`src/sv/aodv_mem.sv`:
```
// Synchronous table memory with a registered read and per-entry written flags.
`default_nettype none
module aodv_mem #(
	parameter int W = 8,
	parameter int DEPTH = 16
) (
	input wire logic clk,
	input wire logic arst_n,
	input wire logic [$clog2(DEPTH)-1:0] rd_addr,
	output logic [W-1:0] rd_data,
	input wire logic wr_en,
	input wire logic [$clog2(DEPTH)-1:0] wr_addr,
	input wire logic [W-1:0] wr_data
);

	logic [W-1:0] mem [DEPTH];
	logic [DEPTH-1:0] written_q;
	logic [W-1:0] data_q;
	logic hit_q;

	always_ff @(posedge clk or negedge arst_n) begin
		if (!arst_n) begin
			written_q <= '0;
			hit_q <= 1'b0;
		end else begin
			hit_q <= written_q[rd_addr];
			if (wr_en)
				written_q[wr_addr] <= 1'b1;
		end
	end

	always_ff @(posedge clk) begin
		data_q <= mem[rd_addr];
		if (wr_en)
			mem[wr_addr] <= wr_data;
	end

	// An entry never written reads as its reset value of zero.
	assign rd_data = hit_q ? data_q : '0;

endmodule
`default_nettype wire
```
`config.mk`:
```
export PLATFORM = sky130hd
export DESIGN_NAME = aodv_mem
export DESIGN_NICKNAME = d
export VERILOG_FILES = /design/src/sv/aodv_mem.sv
export SDC_FILE = /design/constraint.sdc
export NUM_CORES = 1
export LEC_CHECK = 0
export ABC_AREA = 1
export BUFFER_PORTS_ARGS = -buffer_cell sky130_fd_sc_hd__buf_2
export CORE_AREA = 2 2 126 103
export CTS_CLUSTER_DIAMETER = 50
export DETAILED_ROUTE_END_ITERATION = 8
export DIE_AREA = 0 0 128 105
export PLACE_DENSITY_LB_ADDON = 0.3
export SYNTH_ARGS = -nofsm -noshare
export SYNTH_HDL_FRONTEND = slang
export SYNTH_SLANG_ARGS = --single-unit
```
`constraint.sdc`:
```
create_clock -name clk -period 1.55 [get_ports clk]
set_clock_uncertainty 0.15 [all_clocks]
set_input_delay 0.2325 -clock clk [delete_from_list [all_inputs] [get_ports clk]]
set_output_delay 0.2325 -clock clk [all_outputs]
set_load 0.005 [all_outputs]
```
== Word level (Yosys, flattened, before mapping) ==
Memories as Yosys holds them, arrays and structs flattened. A register that Yosys moved wholly into a read port is not among the register bits.
Index checks and enable logic that the tools add are counted.

* Mux-type cells: 7
* $lt $le $gt $ge: 3
* Reductions and logical operators: 1
* Bitwise gates (word level): 1

{| class="wikitable"
|+ Operators by type and width
! kind !! count
|-
| $or 16x16->16 || 1
|-
| $lt 4x5->1 const B || 2
|-
| $mux 8 || 1
|-
| $bmux 1 s4 || 1
|-
| $demux 1 s4 || 1
|-
| $ge 4x1->1 const B || 1
|-
| $mux 1 || 4
|-
| $logic_and 1x1->1 || 1
|}

* Register bits: 17
* Memories kept: 1
* Logic and storage cells: 15
* Input port bits: 19
* Output and inout port bits: 8
* Bits in writable memories: 128

{| class="wikitable"
|+ Memory list
! memory !! depth !! width !! rd ports !! clocked after Yosys merged registers in !! write ports !! line !! RTL
|-
| mem || 16 || 8 || 1 || 1 || 1 || 16 || <nowiki>logic [W-1:0] mem [DEPTH];</nowiki>
|}

== Logic depth before layout (Yosys ltp) ==
Gate-level depths: netlist of run 1.

* Depth in word-level cells: 5
* Depth in mapped cells: 9
* Gate-level depth less buffers: 7

== Worst setup path after synthesis of run 1 ==
OpenSTA, ideal clock, no wires.

* Path kind: input -> register
* Start point: in wr_addr[2]
* End point: mem mem[5][0], enable pin
* Stages on the path: 4
* Data required time: 1.030 ns
* Slack: 0.179 ns
* Library setup time: 0.370 ns
* Data arrival time: 0.851 ns
* Path buffers: 0
* Cell sequence: inv_1 > nor2_1 > nand2_1 > nor2_1

{| class="wikitable"
|+ RTL lines
! item !! line !! RTL
|-
| from (decl) || 12 || <nowiki>input wire logic [$clog2(DEPTH)-1:0] wr_addr,</nowiki>
|-
| to (decl) || 16 ||
|}

Straight into the memory's write port.

== Final worst setup path of run 1 ==
* Start point: reg hit_q
* End point: out rd_data[0]

* Cells in the longest elaborated chain, start to end: 1

{| class="wikitable"
|+ Ends and longest elaborated chain
! item !! line !! RTL
|-
| from (decl) || 19 || <nowiki>logic hit_q;</nowiki>
|-
| from (signal assigned) || 26 || <nowiki>hit_q <= written_q[rd_addr];</nowiki>
|-
| $mux 8 || 39 || <nowiki>assign rd_data = hit_q ? data_q : '0;</nowiki>
|-
| to (decl) || 10 || <nowiki>output logic [W-1:0] rd_data,</nowiki>
|}

Every way passes these cells.

==> flow_summary_export.csv, run 1 <==
group,metric,value,unit
critical_path,reg2reg_depth,6,
timing,hold_viol_final,0,
synthesis,syn_area,6580,sq um
timing,drv_slew,0,
synthesis,syn_inst,652,
drt,routed.top_layer,"met4",
floorplanning,initial_core_util,54.5,%
layout,area_growth,15.8,%
synthesis,synthXorXnorAreaFrac,0,%
timing,fin_crit_sh,100,%
layout,drive_gt1_share,13.0,%
timing,rsz0062_at_grt,"true",
synthesis,synth_mux_area_share,0,%
pwr,max-vdd-ir-drop,740,uV
drt,drtIter0Drc,513,
critical_path,timing.rr.end,"data_q[2]",
critical_path,reg2reg_slack,0.37,ns
pwr,powerDensity,1190,nW/um^2
clock_network,post-cts-setup-buffers,0,
synthesis,yosys.area_share.simple,20.9,%
run_status,violations,"negative setup slack",
layout,fin_util,63.1,%
critical_path,startpoint,"hit_q",
place,dp_hpwl,9590,um
drt,first_pass_iters,5,
synthesis,synth_ff_type,"edfxtp_1",
critical_path,cp-end-kind,"primary output",
timing,setup_viol_count_final,1,
floorplanning,fp.dieH,105,um
global_routing,antenna_found_initial,0,
synthesis,synthTopCellsByArea,"edfxtp_1 (58%), nand2_1 (11%), nand3_1 (8.5%), inv_1 (7.0%), dfrtp_1 (6.5%)",
clock_network,clk_latency,0.43,ns
synthesis,yosysWarnings,0,
synthesis,ys_types,16,
critical_path,required,1.17,ns
drt,route.met3.wl,1100,um
global_routing,overflow,0,
drt,routedWlPerCell,17.1,um
synthesis,avgSynthCellArea,10.1,sq um
drt,met1_length,6420,um
synthesis,synth_edf_count,128,
clock_network,clkSinkCount,153,
drt,via_per_inst,5.26,
synthesis,synth_top_family_by_area,"simple AND/OR/NAND/NOR gates",
job,max-cap-violations,0,
run_status,status,"complete, but fails checks",
pwr,power,0.00904,W
clock_network,clkTransAtPathRegs,0.06,ns
global_routing,grt_pass1_vias,4460,
drt,drc,0,
global_routing,grt_max_degree,43,
clock_network,cts_tree,"done",
floorplanning,core-area,12100,sq um
layout,stdcell_area,7620,sq um
clock_network,clock_path_buffers,2,
critical_path,cp-start-kind,"flop",
layout,diodes,0,
floorplanning,die_width,128,um
timing,fin_setup_tns,-0.00458,ns
critical_path,endpoint,"rd_data[0]",
pwr,p_leak,3.46,nW
floorplanning,rows,36,
place,port_buffers,26,
drt,vias,4589,
drt,wl,14900,um
place,gp_congestion,0.849,
synthesis,synth-seq-cells,153,
synthesis,synthArstFlopShare,11.1,%
layout,multi_input_area,1460,sq um
timing,worstMarginPinSlew,0.389,ns
floorplanning,ios,27,
timing,fmax,643,MHz
critical_path,crit_type,"flop to primary output",
synthesis,synth_compound_area_share,1.22,%
critical_path,critPathMaxFanout,8,
clock_network,cts_root_buf,"clkbuf_16",
layout,nFillCells,945,
critical_path,cp.arrival,1.17,ns
clock_network,htreeDepth,4,
synthesis,yosys.area_share.adder,0,%
synthesis,synth_seq_area_share,67.3,%
timing,whs,0.0899,ns
critical_path,timing.rr.start,"mem[1][2]",
drt,ant_nets,0,
global_routing,track_usage,24.1,%
layout,regArea,4430,sq um
timing,fin_ws,-0.00458,ns
synthesis,yosysMostFrequentCell,"nand2_1",
global_routing,grt_pass1_wl,23600,um
floorplanning,dieArea,13400,sq um
synthesis,synth_area_leader_cell,"edfxtp_1",
timing,final.min_clock_period,1.55,ns
drt,met2WireLength,7070,um
layout,fin_nets,728,
synthesis,yosys.area.top_type_share,58.4,%
min_path,min_path_type,"primary input to flop",
clock_network,cts_made_buffers,17,
synthesis,syn_nets,671,
synthesis,synth_common_cells,"nand2_1 (199), edfxtp_1 (128), inv_1 (123)",
timing,maxSlewHeadroom,74.0,%
place,post_dp_cell_area,7060,sq um
[cell type report]
| class | count | area share [%] |
|---|---|---|
| clock buffers | 20 | 5.73 |
| clock inverters | 11 | 1.40 |
| inverters | 127 | 6.36 |
| multi-input cells | 345 | 19.1 |
| flip-flops and latches | 153 | 58.2 |
| well taps | 152 | 2.50 |
| repair buffers | 65 | 6.73 |
[cells in the final DEF (no fill, tap or decap), drive strengths merged]
master       Yosys  routed
clkbuf           1      20
clkinv           1       8
dfrtp           17      17
clkinvlp         0       2
dlygate4sd3      0       1
inv            126     126
buf             26      64
nand3          112     112
bufinv           0       2
dfxtp            8       8
nor2            18      18
o21ai           16      16
nand2          199     199
edfxtp         128     128
[layer usage]
layer / global-route usage [%] / vias up
met4: 10.7 / 0
li1: - / 2197
met5: 0 / -
met3: 5.79 / 24
met2: 37.4 / 177
met1: 32.5 / 2191
[worst max-delay path, cell delays in order (launching register included)]
cell and delay [ns]:
dfrtp_2 0.49, nand2_1 0.09, inv_1 0.05, buf_2 0.12
[stage by stage]
stage / cells / setup WS, ns
2_1_floorplan: 652 / 0.179
6_report: 873 / -0.00458
3_3_place_gp: 841 / 0.0881
4_1_cts: 873 / -0.0114
5_1_grt: 873 / -0.0434
3_5_place_dp: 841 / 0.0649
[worst min path at each step]
stage	slack [ns]	cells past startpoint	start	endpoint
2_1_floorplan	-0.21	0	arst_n	hit_q
3_3_place_gp	0.01	1	arst_n	written_q[11]
3_5_place_dp	0.02	1	arst_n	written_q[9]
4_1_cts	0.08	1	wr_data[5]	mem[15][5]
5_1_grt	0.09	1	wr_data[7]	mem[6][7]
6_report	0.09	1	wr_data[4]	mem[1][4]
[logic make-up (layout without fill, tap and decap cells)]
logic type	after synthesis	in the layout
simple gates	329	329
flops	153	153
compound gates	16	16
buf+inv	154	223
[report_power, final]
part	leakage, nW	switching, W	total (W)	internal, W
combinational	1.83	0.000420	0.000629	0.000209
sequential	1.37	0.0000321	0.00459	0.00456
clock	0.262	0.00150	0.00382	0.00232
total	3.46	0.00195	0.00904	0.00709
[state kept, by name (all words and copies together) (netlist names)]
register and count:
data_q 8, hit_q 1, mem 128, written_q 16
[repair_timing]
item,in CTS,in global routing
hold buffers,1,0
gates resized for setup,1,1
pin swaps,1,2
cloned,0,0
hold endpoints to repair,17,0
endpoints found under the setup margin,8,8
Power figures use the tool's default switching activity.
==> run 2: changes to the inputs <==
--- a/config.mk
+++ b/config.mk
@@ -5,12 +5,11 @@
 export SDC_FILE = /design/constraint.sdc
 export NUM_CORES = 1
 export LEC_CHECK = 0
-export ABC_AREA = 1
 export BUFFER_PORTS_ARGS = -buffer_cell sky130_fd_sc_hd__buf_2
-export CORE_AREA = 2 2 126 103
+export CORE_AREA = 2 2 119 98
 export CTS_CLUSTER_DIAMETER = 50
 export DETAILED_ROUTE_END_ITERATION = 8
-export DIE_AREA = 0 0 128 105
+export DIE_AREA = 0 0 121 100
 export PLACE_DENSITY_LB_ADDON = 0.3
 export SYNTH_ARGS = -nofsm -noshare
 export SYNTH_HDL_FRONTEND = slang
==> flow_summary_export.csv, run 2 <==
group,metric,value,unit
synthesis,synthTopCellsByArea,"edfxtp_1 (66%), mux4_2 (7.7%), dfrtp_1 (7.3%), mux4_1 (7.2%), dfxtp_1 (2.7%)",
place,port_buffers,26,
layout,reg.largest.list,"mem: 128 flops, written_q: 16 flops, data_q: 8 flops",
timing,hold_viol_final,0,
critical_path,cp_cell_sequence,"and2_1, buf_2",
drt,routedWlPerCell,21.1,um
timing,fin_ws,0.0525,ns
drt,drc,0,
layout,instances_no_fill,500,
layout,diodes,0,
drt,wl,10600,um
timing,rsz0062_at_grt,"true",
critical_path,critPathMaxFanout,8,
layout,area_growth,18.1,%
place,gp_congestion,0.739,
synthesis,yosysWarnings,0,
timing,fin_setup_tns,0,ns
critical_path,crit_buf_inv,1,
critical_path,reg2reg_depth,3,
synthesis,synth_common_cells,"edfxtp_1 (128), mux4_2 (20), a22oi_1 (18)",
floorplanning,die_width,121,um
critical_path,required,1.17,ns
synthesis,synth-seq-cells,153,
critical_path,reg2reg_slack,0.08,ns
critical_path,critPathSlowestCell,"dfrtp_2",
pwr,power,0.00923,W
timing,worstMarginPinSlew,0.896,ns
layout,nFillCells,762,
global_routing,grt_pass1_vias,2927,
critical_path,cp-start-kind,"flop",
layout,regArea,4430,sq um
drt,met2WireLength,4990,um
synthesis,avgSynthCellArea,21.1,sq um
critical_path,startpoint,"hit_q",
place,dp.cells,467,
critical_path,cp.arrival,1.12,ns
synthesis,syn_area,5860,sq um
drt,route.met3.wl,648,um
synthesis,synth_edf_count,128,
drt,vias,2829,
global_routing,track_usage,19.9,%
floorplanning,core-area,11100,sq um
layout,mostFrequentLayoutCells,"edfxtp_1 (128), buf_2 (26), buf_4 (22), mux4_2 (20)",
clock_network,cts_root_buf,"clkbuf_16",
drt,first_pass_iters,4,
timing,drv_slew,0,
layout,largest_reg_flops,128,
floorplanning,fp.dieH,100,um
critical_path,endpoint,"rd_data[4]",
critical_path,critical_path.max_stage_delay,0.44,ns
global_routing,grt_pass1_wl,16900,um
clock_network,clkSinkCount,153,
timing,final.min_clock_period,1.50,ns
timing,fin_crit_sh,96.6,%
place,dp_hpwl,6920,um
synthesis,yosysMostFrequentCell,"edfxtp_1",
place,dpl_worst_slack,-0.278,ns
layout,largest_register,"mem",
layout,multi_input_area,1350,sq um
critical_path,cp-end-kind,"primary output",
drt,via_per_inst,5.66,
floorplanning,rows,35,
synthesis,synth_area_leader_cell,"edfxtp_1",
clock_network,cts_made_buffers,17,
layout,stdcell_area,6920,sq um
critical_path,path_depth,2,
layout,fin_nets,358,
floorplanning,dieArea,12100,sq um
job,max-cap-violations,0,
pwr,p_leak,2.41,nW
min_path,min_path_type,"primary input to flop",
critical_path,timing.rr.end,"data_q[0]",
layout,final_common_cell,"edfxtp_1",
critical_path,timing.rr.start,"mem[1][0]",
critical_path,crit_type,"flop to primary output",
layout,drive_gt1_share,34.4,%
pwr,max-vdd-ir-drop,767,uV
synthesis,synthArstFlopShare,11.1,%
drt,met1_length,4850,um
pwr,powerDensity,1330,nW/um^2
drt,ant_nets,0,
clock_network,cts_tree,"done",
critical_path,crit_family,"flip-flops",
drt,drtIter0Drc,357,
timing,maxSlewHeadroom,40.2,%
clock_network,clkTransAtPathRegs,0.05,ns
timing,fmax,668,MHz
synthesis,synth_ff_type,"edfxtp_1",
floorplanning,initial_core_util,52.9,%
synthesis,syn_inst,278,
global_routing,antenna_found_initial,0,
run_status,status,"finished, final reports clean",
global_routing,grt_max_degree,21,
floorplanning,ios,27,
drt,routed.top_layer,"met4",
timing,setup_viol_count_final,0,
synthesis,yosys.area.top_type_share,65.6,%
synthesis,ys_types,25,
global_routing,overflow,0,
place,post_dp_cell_area,6330,sq um
clock_network,htreeDepth,4,
clock_network,post-cts-setup-buffers,0,
clock_network,clock_path_buffers,2,
synthesis,synth_seq_area_share,75.6,%
synthesis,syn_nets,297,
clock_network,clk_latency,0.41,ns
-- run 2: cell count changes after synthesis, moves of 9 or more --
cell / previous run / this run
inv_1: 123 / 0
nand3_1: 112 / 1
mux4_2: 0 / 20
buf_4: 11 / 1
nand2_1: 199 / 10
and2_1: 0 / 9
mux4_1: 0 / 16
o21ai_0: 16 / 0
a22oi_1: 0 / 18
or2_2: 0 / 16
-- run 2: power breakdown --
group / switching, W / total, W / internal [W]
Clock: 0.00146 / 0.00396 / 0.00250
Combinational: 0.000267 / 0.000562 / 0.000295
Sequential: 0.0000720 / 0.00471 / 0.00464
Total: 0.00180 / 0.00923 / 0.00743
-- run 2: how the worst min path moves through the flow --
stage	slack [ns]	start	end	depth (start not counted)
finish	0.06	wr_data[7]	mem[14][7]	1
global route	0.06	wr_data[0]	mem[9][0]	1
CTS	0.05	wr_data[7]	mem[5][7]	1
detailed placement	0.03	arst_n	written_q[7]	1
global placement	0.01	arst_n	written_q[7]	1
floorplan	-0.21	arst_n	hit_q	0
-- run 2: repair_timing --
item,4_1_cts,5_1_grt
endpoints found under the hold margin,17,0
resized for setup,0,4
hold buffers,1,0
endpoints found under the setup margin,0,8
-- run 2: final cells by class --
| type | count | share of cell area (%) |
|---|---|---|
| Tap cell | 148 | 2.68 |
| Clock buffer | 21 | 6.37 |
| Clock inverter | 11 | 1.86 |
| Multi-Input combinational cell | 114 | 19.5 |
| Timing Repair Buffer | 53 | 5.57 |
| Sequential cell | 153 | 64.0 |
-- run 2: stage by stage --
step	hold WS [ns]	util [%]
2_1_floorplan	-0.213	-
3_3_place_gp	0.0138	57.1
3_5_place_dp	0.0255	57.1
4_1_cts	0.0518	62.3
5_1_grt	0.0571	62.5
6_report	0.0601	62.5
-- run 2: logic make-up (layout without fill, tap and decap cells) --
family,Yosys count,after routing,synth area share (%)
buffers and inverters,11,85,1.82
AO/OA/AOI/OAI,18,18,2.31
AND/OR/NAND/NOR,60,60,5.42
multiplexers,36,36,14.9
flip-flops,153,153,75.6
-- run 2: metal layers --
metal | track usage, % | up-vias
li1 | - | 1260
met1 | 29.9 | 1463
met2 | 28.7 | 98
met3 | 5.80 | 8
met4 | 5.99 | 0
met5 | 0 | -
==> run 3: changes to the inputs <==
==> config.mk (replaced) <==
export PLATFORM = sky130hd
export DESIGN_NAME = aodv_mem
export DESIGN_NICKNAME = d
export VERILOG_FILES = /design/src/sv/aodv_mem.sv
export SDC_FILE = /design/constraint.sdc
export NUM_CORES = 1
export LEC_CHECK = 0
export BUFFER_PORTS_ARGS = -buffer_cell sky130_fd_sc_hd__buf_2
export CORE_AREA = 2 2 125 102
export DETAILED_ROUTE_END_ITERATION = 8
export DIE_AREA = 0 0 127 104
export PLACE_DENSITY = 0.66
export SYNTH_ARGS = -nofsm -noshare
export SYNTH_HDL_FRONTEND = slang
export SYNTH_SLANG_ARGS = --single-unit
==> flow_summary_export.csv, run 3 (synthesized netlist as in run 2, its figures left out) <==
group,metric,value,unit
run_status,status,"finished, final reports clean",
place,post_dp_cell_area,6340,sq um
pwr,p_leak,2.42,nW
place,gp_congestion,0.723,
floorplanning,initial_core_util,48.9,%
clock_network,clkSinkCount,153,
layout,fin_util,58.1,%
critical_path,endpoint,"rd_data[1]",
place,port_buffers,26,
critical_path,crit_family,"flip-flops",
min_path,min_from,"wr_data[7]",
layout,area_growth,18.7,%
timing,worstMarginPinSlew,0.959,ns
global_routing,grt_pass1_vias,3016,
drt,drc,0,
critical_path,cp-start-kind,"flop",
layout,largest_register,"mem",
critical_path,crit_type,"flop to primary output",
job,max-cap-violations,0,
layout,diodes,0,
drt,wl,10800,um
floorplanning,die_width,127,um
global_routing,grt_pass1_wl,16800,um
drt,drtIter0Drc,210,
min_path,min_path_type,"primary input to flop",
critical_path,critPathSlowestCell,"dfrtp_2",
floorplanning,rows,36,
place,dp_hpwl,7230,um
drt,first_pass_iters,4,
timing,drv_slew,0,
critical_path,critical_path.max_stage_delay,0.43,ns
timing,fmax,668,MHz
timing,fin_crit_sh,96.6,%
layout,instances_no_fill,505,
critical_path,cp_cell_sequence,"and2_1, buf_2",
global_routing,antenna_found_initial,1,
place,dp.cells,472,
critical_path,cp-end-kind,"primary output",
drt,via_per_inst,5.60,
floorplanning,ios,27,
clock_network,cts_root_buf,"clkbuf_16",
timing,setup_viol_count_final,0,
critical_path,timing.rr.start,"mem[1][5]",
layout,fin_nets,359,
clock_network,htreeDepth,4,
timing,hold_viol_final,0,
pwr,p_sw,0.00195,W
clock_network,cts_tree,"done",
pwr,power,0.00940,W
layout,drive_gt1_share,35.1,%
pwr,p_seq_share,50.0,%
global_routing,overflow,0,
floorplanning,dieArea,13200,sq um
critical_path,critPathMaxFanout,8,
critical_path,crit_buf_inv,1,
critical_path,startpoint,"hit_q",
pwr,powerDensity,1350,nW/um^2
drt,routedWlPerCell,21.5,um
pwr,combinationalPowerShare,5.8,%
critical_path,timing.rr.end,"data_q[5]",
critical_path,reg2reg_depth,3,
pwr,p_clk_share,44.1,%
floorplanning,core-area,12000,sq um
clock_network,cts_made_buffers,17,
layout,largest_reg_flops,128,
clock_network,clkTransAtPathRegs,0.06,ns
critical_path,required,1.17,ns
global_routing,grt_max_degree,26,
timing,maxSlewHeadroom,35.9,%
global_routing,track_usage,17.8,%
critical_path,reg2reg_slack,0.06,ns
clock_network,clock_path_buffers,2,
layout,final_common_cell,"edfxtp_1",
drt,vias,2830,
pwr,max-vdd-ir-drop,688,uV
floorplanning,fp.dieH,104,um
pwr,p_sw_share,20.8,%
layout,mostFrequentLayoutCells,"edfxtp_1 (128), buf_2 (26), buf_4 (23), mux4_2 (20)",
timing,final.min_clock_period,1.50,ns
layout,stdcell_area,6960,sq um
pwr,intPower,0.00745,W
timing,whs,0.0468,ns
critical_path,path_depth,2,
drt,ant_nets,0,
critical_path,cp.arrival,1.12,ns
timing,rsz0062_at_grt,"false",
layout,reg.largest.list,"mem: 128 flops, written_q: 16 flops, data_q: 8 flops",
clock_network,clk_latency,0.42,ns
-- run 3: cell count changes in the layout (fill, tap and decap cells not counted), sizes merged --
cell / change
clkinv: -1
buf: +1
clkinvlp: +3
clkbuf: -4
inv: +2
-- run 3: final cells by class --
type	instances	area, sq um
multi-input cells	114	1340
fillers	903	5020
flip-flops and latches	153	4430
repair buffers	54	393
clock inverters	15	175
clock buffers	17	425
well taps	152	190
-- run 3: per-layer routing --
layer / share of wire (%) / GRT usage, %
met4: 1.5 / 7.54
met5: 0 / 0
met3: 6.4 / 4.27
met2: 47 / 26.9
met1: 45 / 25.0
-- run 3: stage by stage --
step           setup slack (ns)  setup TNS, ns
2_1_floorplan            -0.120          -3.70
3_3_place_gp             -0.261          -4.24
3_5_place_dp             -0.330          -5.10
4_1_cts                  0.0232              0
5_1_grt                 0.00457              0
6_report                 0.0524              0
-- run 3: worst min path at each step --
stage                     slack (ns)  depth (start not counted)           end
after global routing            0.05                          1     mem[6][7]
final                           0.05                          1     mem[6][7]
after CTS                       0.04                          1     mem[6][7]
after floorplan                -0.21                          0         hit_q
after global placement          0.02                          1  written_q[5]
after detailed placement        0.02                          1  written_q[6]
-- run 3: power by group through the flow --
stage	Clock, W	Sequential (W)	Combinational (W)
detailed placement	0	0.00479	0.000558
floorplan	0	0.00476	0.000351
global route	0.00436	0.00472	0.000605
finish	0.00415	0.00471	0.000550
global placement	0	0.00478	0.000542
CTS	0.00420	0.00471	0.000562
-- run 3: repair_timing --
action	CTS	global route
setup endpoints to repair	1	8
gates cloned	0	0
buffers inserted	0	0
resized for setup	1	1
endpoints found under the hold margin	17	0
hold buffers	1	0
